<file path="src/rtl/core/egm_pkg.sv">
// shared types and constants of the element gradient map block
// no dependencies
package egm_pkg;

  localparam int MAX_ROWS = 32;
  localparam int IDX_W    = (MAX_ROWS > 1) ? $clog2(MAX_ROWS) : 1;
  localparam int CM_DEPTH = MAX_ROWS * MAX_ROWS;
  localparam int CM_AW    = (CM_DEPTH > 1) ? $clog2(CM_DEPTH) : 1;
  localparam int Q_W      = 32;
  localparam int FL_W     = 48;
  localparam int DIF_W    = FL_W + 1;
  localparam int ACC_W    = FL_W + IDX_W + 1;
  localparam int CFG_AW   = 3;
  localparam int IN_DW    = 120;
  localparam int OUT_DW   = 80;

  localparam logic [CFG_AW-1:0] REG_JAC_00 = 3'd0;
  localparam logic [CFG_AW-1:0] REG_JAC_01 = 3'd1;
  localparam logic [CFG_AW-1:0] REG_JAC_10 = 3'd2;
  localparam logic [CFG_AW-1:0] REG_JAC_11 = 3'd3;
  localparam logic [CFG_AW-1:0] REG_ROWS   = 3'd4;

  typedef enum logic [1:0] {MUL_DET, MUL_NX, MUL_NY} mul_sel_t;
  typedef enum logic [1:0] {TK_NONE, TK_DET, TK_NX, TK_NY} take_t;

  typedef struct packed {
    logic             latch_in;
    mul_sel_t         mul_sel;
    take_t            take;
    logic             div_start;
    logic             div_sel_y;
    logic             store_x;
    logic             store_y;
    logic             wr_map;
    logic             mac_clr;
    logic             mac_issue;
    logic [IDX_W-1:0] rd_row;
    logic [IDX_W-1:0] rd_col;
    logic             out_load;
    logic             out_last;
  } egm_cmd_t;

  typedef struct packed {
    logic             grad_ok;
    logic             det_zero;
    logic             div_done;
    logic             trigger;
    logic [IDX_W-1:0] n_last;
    logic             out_free;
  } egm_stat_t;

endpackage

</file>
<file path="src/rtl/core/egm_ctrl.sv">
// controller: sequences the mapping of a gradient row and the result walk
// depends on egm_pkg
module egm_ctrl (
  input  logic                clk,
  input  logic                rst_n,
  input  logic                in_tvalid,
  input  logic                in_tuser,
  output logic                in_tready,
  output egm_pkg::egm_cmd_t   cmd,
  input  egm_pkg::egm_stat_t  stat
);
  import egm_pkg::*;

  typedef enum logic [3:0] {
    S_IDLE, S_M0, S_M1, S_M2, S_M3, S_DIVX, S_WAITX, S_DIVY, S_WAITY,
    S_WRMAP, S_ROWST, S_ISSUE, S_D1, S_D2, S_OUT
  } state_t;

  state_t           state_r, state_nxt;
  logic [IDX_W-1:0] r_r, r_nxt, j_r, j_nxt;
  logic             grad_acc;

  assign in_tready = (state_r == S_IDLE);
  assign grad_acc  = in_tvalid && in_tready && in_tuser && stat.grad_ok;

  always_comb begin
    state_nxt = state_r;
    r_nxt     = r_r;
    j_nxt     = j_r;
    cmd       = '0;
    cmd.mul_sel  = MUL_DET;
    cmd.take     = TK_NONE;
    cmd.rd_row   = r_r;
    cmd.rd_col   = j_r;
    cmd.out_last = (r_r == stat.n_last);
    unique case (state_r)
      S_IDLE: begin
        cmd.latch_in = grad_acc;
        if (grad_acc) state_nxt = S_M0;
      end
      S_M0: begin
        cmd.mul_sel = MUL_DET;
        state_nxt   = S_M1;
      end
      S_M1: begin
        cmd.mul_sel = MUL_NX;
        cmd.take    = TK_DET;
        state_nxt   = S_M2;
      end
      S_M2: begin
        cmd.mul_sel = MUL_NY;
        cmd.take    = TK_NX;
        state_nxt   = S_M3;
      end
      S_M3: begin
        cmd.take  = TK_NY;
        state_nxt = S_DIVX;
      end
      S_DIVX: begin
        // singular jacobian stores a zero pair without dividing
        if (stat.det_zero) begin
          state_nxt = S_WRMAP;
        end else begin
          cmd.div_start = 1'b1;
          state_nxt     = S_WAITX;
        end
      end
      S_WAITX: begin
        if (stat.div_done) begin
          cmd.store_x = 1'b1;
          state_nxt   = S_DIVY;
        end
      end
      S_DIVY: begin
        cmd.div_start = 1'b1;
        cmd.div_sel_y = 1'b1;
        state_nxt     = S_WAITY;
      end
      S_WAITY: begin
        cmd.div_sel_y = 1'b1;
        if (stat.div_done) begin
          cmd.store_y = 1'b1;
          state_nxt   = S_WRMAP;
        end
      end
      S_WRMAP: begin
        cmd.wr_map = 1'b1;
        r_nxt      = '0;
        state_nxt  = stat.trigger ? S_ROWST : S_IDLE;
      end
      S_ROWST: begin
        cmd.mac_clr = 1'b1;
        j_nxt       = '0;
        state_nxt   = S_ISSUE;
      end
      S_ISSUE: begin
        cmd.mac_issue = 1'b1;
        j_nxt         = IDX_W'(j_r + 1'b1);
        if (j_r == stat.n_last) state_nxt = S_D1;
      end
      S_D1: state_nxt = S_D2;
      S_D2: state_nxt = S_OUT;
      S_OUT: begin
        if (stat.out_free) begin
          cmd.out_load = 1'b1;
          if (r_r == stat.n_last) begin
            state_nxt = S_IDLE;
          end else begin
            r_nxt     = IDX_W'(r_r + 1'b1);
            state_nxt = S_ROWST;
          end
        end
      end
      default: state_nxt = S_IDLE;
    endcase
  end

  always_ff @(posedge clk) begin
    if (!rst_n) begin
      state_r <= S_IDLE;
      r_r     <= '0;
      j_r     <= '0;
    end else begin
      state_r <= state_nxt;
      r_r     <= r_nxt;
      j_r     <= j_nxt;
    end
  end
endmodule

</file>
<file path="config.mk">
export PLATFORM = sky130hd
export DESIGN_NAME = egm_ctrl
export DESIGN_NICKNAME = d
export VERILOG_FILES = /design/src/rtl/core/egm_pkg.sv /design/src/rtl/core/egm_ctrl.sv
export SDC_FILE = /design/constraint.sdc
export NUM_CORES = 1
export LEC_CHECK = 0
export BUFFER_PORTS_ARGS = -buffer_cell sky130_fd_sc_hd__clkbuf_2
export CORE_MARGIN = 5
export CORE_UTILIZATION = 30
export CTS_CLUSTER_DIAMETER = 100
export DETAILED_ROUTE_END_ITERATION = 12
export MAX_ROUTING_LAYER = met4
export PLACE_DENSITY = 0.58
export SYNTH_ARGS = -nofsm -noshare
export SYNTH_HDL_FRONTEND = slang
export SYNTH_SLANG_ARGS = --single-unit
</file>
<file path="constraint.sdc">
create_clock -name clk -period 2.15 [get_ports clk]
set_clock_uncertainty 0.2 [all_clocks]
set_input_delay 0 -clock clk [delete_from_list [all_inputs] [get_ports clk]]
set_output_delay 0 -clock clk [all_outputs]
set_load 0.05 [all_outputs]
</file>
Word level (Yosys, flattened, before mapping)
Index checks and enable logic that the tools add are counted.
W data, S select, Z words.

operators by class
  $add $sub $neg = 2
  reduce and logical (&&, ||, !) cells = 9
  eq/ne operators = 22
  muxes and demuxes = 27

operator list
  cell                   count
  $pmux W4 S15           1
  $mux W4                8
  $eq A4 B4 Y1 const B   7
  $pmux W5 S2            2
  $eq A4 B3 Y1 const B   4
  $mux W1                11
  $add A5 B1 Y5 const B  2
  $eq A5 B5 Y1           2
  $mux W5                2
  $ne A2 B2 Y1 const B   5
  $eq A4 B2 Y1 const B   2
  $pmux W2 S3            1
  $reduce_and A5 Y1      1
  $eq A4 B1 Y1 const B   1
  $logic_not A4 Y1       1
  $pmux W2 S2            1
  $reduce_bool A2 Y1     2
  $logic_and A1 B1 Y1    3
  $reduce_and A3 Y1      1
  $ne A2 B1 Y1 const B   1
  $pmux W1 S2            1
  $reduce_or A2 Y1       1

storage, ports and cells
  flip-flop bits (word level) = 14
  output and inout port bits = 25
  logic and storage cells = 63
  input bits = 14

Depth between registers and ports, before layout
  depth in word-level cells = 6
  gate-level depth with buffers = 7
  gate-level depth less buffers = 5

Least setup slack after synthesis
Ideal clock, no wire load.

  kind = flip-flop to flip-flop
  start point = reg state_r[3]
  end point = reg state_r[1]
  slack = -0.973 ns
  buffers on the path = 1
  cell stages (with the launch flop) = 6
  arrival = 2.803 ns
  required time = 1.830 ns
  library setup time = 0.120 ns
  clock period less this slack = 3.123 ns
  path through = dfxtp_1 > buf_2 > nor4_1 > a221oi_1 > o2111ai_1 > o2bb2ai_1

between the ends
  cells in the longest elaborated chain, start to end = 6
  elaborated cells on any way between the ends = 25
  those cells by class = eq/ne (19); mux (1); reduce/logical (5)

RTL lines
  item                                line             RTL
  start, declared                     egm_ctrl.sv:19   state_t state_r, state_nxt;
  start signal, assigned              egm_ctrl.sv:124  state_r <= state_nxt;
  $logic_not A4 Y1 *                  egm_ctrl.sv:23   assign in_tready = (state_r == S_IDLE);
  net in_tready                       egm_ctrl.sv:8    output logic in_tready,
  $logic_and A1 B1 Y1 (3 in a row)    egm_ctrl.sv:24   assign grad_acc = in_tvalid && in_tready && in_tuser && stat.grad_ok;
  $ne A2 B1 Y1 (no source line)       n/a
  $reduce_and A5 Y1 (no source line)  n/a

The timed path passes the listed nets; every way through them passes the cells marked *.
A chain may end at the register's enable or synchronous reset.

==> flow_summary.ini <==
[cts]
tritoncts = done
root_buffer = clkbuf_8
clock_latency_ns = 0.25
clock-sinks = 14
cts_buffer_depth = 2
cts_made_buffers = 3
htree_levels = 1
post-cts-setup-buffers = 0
clk_pin_slew_ns = 0.06

[sta]
max_freq_mhz = 517
layout_min_cycle_time_ns = 1.94
final-hold-violation-count = 0
grt_setup_unrepaired = false
finalMaxSlewViolations = 0
fin_crit_sh = 0.900
fin_setup_tns_ns = 0
setup_violations = 0
max_slew_margin = 0.690
tightest_slew_ns = 0.462

[setup_path]
slowest_stage = dfxtp_1
reg2regPathDepth = 5
crit_type = reg -> out
startpoint = state_r[1]$_SDFFE_PN0P_
critical_path_buf_inv_count = 2
reg2reg_slack_ns = 0.32
critPathArrivalTime_ns = 1.74
crit_chain = nand2b_1 > buf_4 > or3_1 > nor2_1 > clkbuf_2
startpoint_type = flop
cp.depth = 5
crit_path_end_kind = output pin
worstReg2RegStart = state_r[1]$_SDFFE_PN0P_
cp_top_family = simple AND/OR/NAND/NOR gates
required_ns = 1.95
max_stage_delay_ns = 0.39
crit_fanout = 8

[routing]
wire_per_inst_microns = 12.7
remaining_drc_errors = 0
final_antenna_net_count = 0
vias_per_cell = 4.94
drt_iter0_drc = 51
wl_microns = 2970
vias = 1155
first_pass_iters = 4

[layout]
drive_gt1_frac = 0.323
syn2layout_area_growth_pct = 31.3
fillers = 405
final_nets = 204
fin_cells = 234
antenna_cells = 0
layout.area.seq_sq_um = 288
multi_input_area_sq_um = 778
final_cell_area_sq_um = 1450
post-route-util = 0.401

[yosys]
netlist_area_sq_um = 1100
synth_top_area_share = 0.254
ys_seq_area_frac = 0.254
syn_area_per_cell_sq_um = 7.60
synthTopCellsByArea = dfxtp_1 (25%), xor2_1 (6.4%), o21ai_0 (4.5%)
synthCells = 145
yosys_register_bits = 14
synth_edf_count = 0
ys_types = 43
syn-num-nets = 161
synth_flop_cell = dfxtp_1
ys.warnings.count = 0
synth_common_cells = dfxtp_1 (14), nor2_1 (13), nand2_1 (11)
synthArstFlopShare = 0
yosysMostFrequentCell = dfxtp_1
synth_top_area_cell = dfxtp_1

[global_routing]
antenna_found_initial = 0
grt_max_degree = 18
grt_pass1_vias = 1089
grt_remaining_overflow = 0
track_usage = 0.124
grt_pass1_wl_microns = 5020

[floorplan]
pin_count = 39
die_h_microns = 70.6
dieArea_sq_um = 4990
coreArea_sq_um = 3610
rows = 22
fp.dieW_microns = 70.6
start_util = 0.306

[place]
dp_hpwl_microns = 2330
place_area_sq_um = 1380
placed_cells = 229
place_congestion = 0.786
port_buffers = 38

[min_path]
hold_class = in -> reg
hold_start = in_tvalid
min_path_cells = 6

[power_and_ir_drop]
p_leak_nw = 0.639
power.density_nw_per_um2 = 429
ir_drop_mv = 0.168
finalPower_uw = 621

[run]
cap_violations = 0

[outcome]
status = finished clean
per-layer routing:
layer,wire length [microns],GRT usage,vias up
li1,-,-,596
met1,1490,0.168,522
met2,1280,0.182,33
met3,179,0.0298,4
met4,21,0.0376,0
met5,0,-,-
tightest hold or removal path, stage by stage:
cell and delay, ns:
clkbuf_2 0.08, nand3_1 0.06, a221oi_1 0.08, buf_4 0.14
o21ai_0 0.06, a21boi_0 0.08
cells in the final DEF (no fill, tap or decap), types with 3 or more instances in the layout:
master | synthesis | layout
nand3_1 | 4 | 4
inv_1 | 4 | 4
nor2b_1 | 4 | 4
nand3b_1 | 4 | 4
dfxtp_2 | 0 | 6
xor2_1 | 8 | 8
and2_1 | 3 | 3
a21boi_0 | 4 | 4
clkbuf_2 | 0 | 37
or3_1 | 5 | 5
a21oi_1 | 8 | 8
xnor2_1 | 5 | 5
o21ai_0 | 10 | 9
nand2_1 | 11 | 11
nor3_1 | 6 | 5
buf_4 | 0 | 7
nand2b_1 | 5 | 5
dfxtp_1 | 14 | 8
nor2_1 | 13 | 13
clkbuf_8 | 0 | 3
kinds of logic (layout without fill, tap and decap cells):
family                     after synthesis  in the layout  synth area share
and+or+nand+nor                         65             65             0.331
AOI/OAI and AO/OA                       36             36             0.209
xor gates and xnor gates                14             14             0.118
DFF                                     14             14             0.254
buffers and inverters                   13             54            0.0556
adders and majority gates                2              2            0.0227
muxes                                    1              1           0.00908
per-stage QoR:
step	hold WS, ns	setup slack, ns
global placement	0.174	0.315
detailed placement	0.174	0.323
CTS	0.115	0.0829
global route	0.177	0.101
floorplan	-0.0220	-0.228
finish	0.116	0.214
power by group:
group | internal (mW) | leakage, nW | total, mW | switching, mW
combinational | 0.0517 | 0.501 | 0.132 | 0.0801
clock | 0.124 | 0.0216 | 0.221 | 0.0966
sequential | 0.262 | 0.116 | 0.268 | 0.00569
total | 0.438 | 0.639 | 0.621 | 0.182
sequential cells by signal (all words and copies together) (netlist names):
signal and flops:
j_r 5, r_r 5, state_r 4
cell type report:
cell class                 instances  area share
clock buffer                       3      0.0285
timing repair buffer              47       0.183
inverter                           4      0.0104
multi-input combinational        118       0.538
tap                               48      0.0415
sequential                        14       0.199
repair_timing:
action | in CTS | in global routing
endpoints found under the setup margin | 0 | 1
hold buffers | 2 | 0
hold endpoints to repair | 8 | 0
resized for setup | 0 | 3
path summary, 6_finish.rpt:
path                                   to
setup / recovery                  cmd[15]
hold / removal    state_r[0]$_SDFFE_PN0P_
setup reg to reg      r_r[4]$_SDFFE_PN0P_
hold reg to reg       r_r[4]$_SDFFE_PN0P_
Power figures use the tool's default switching activity.
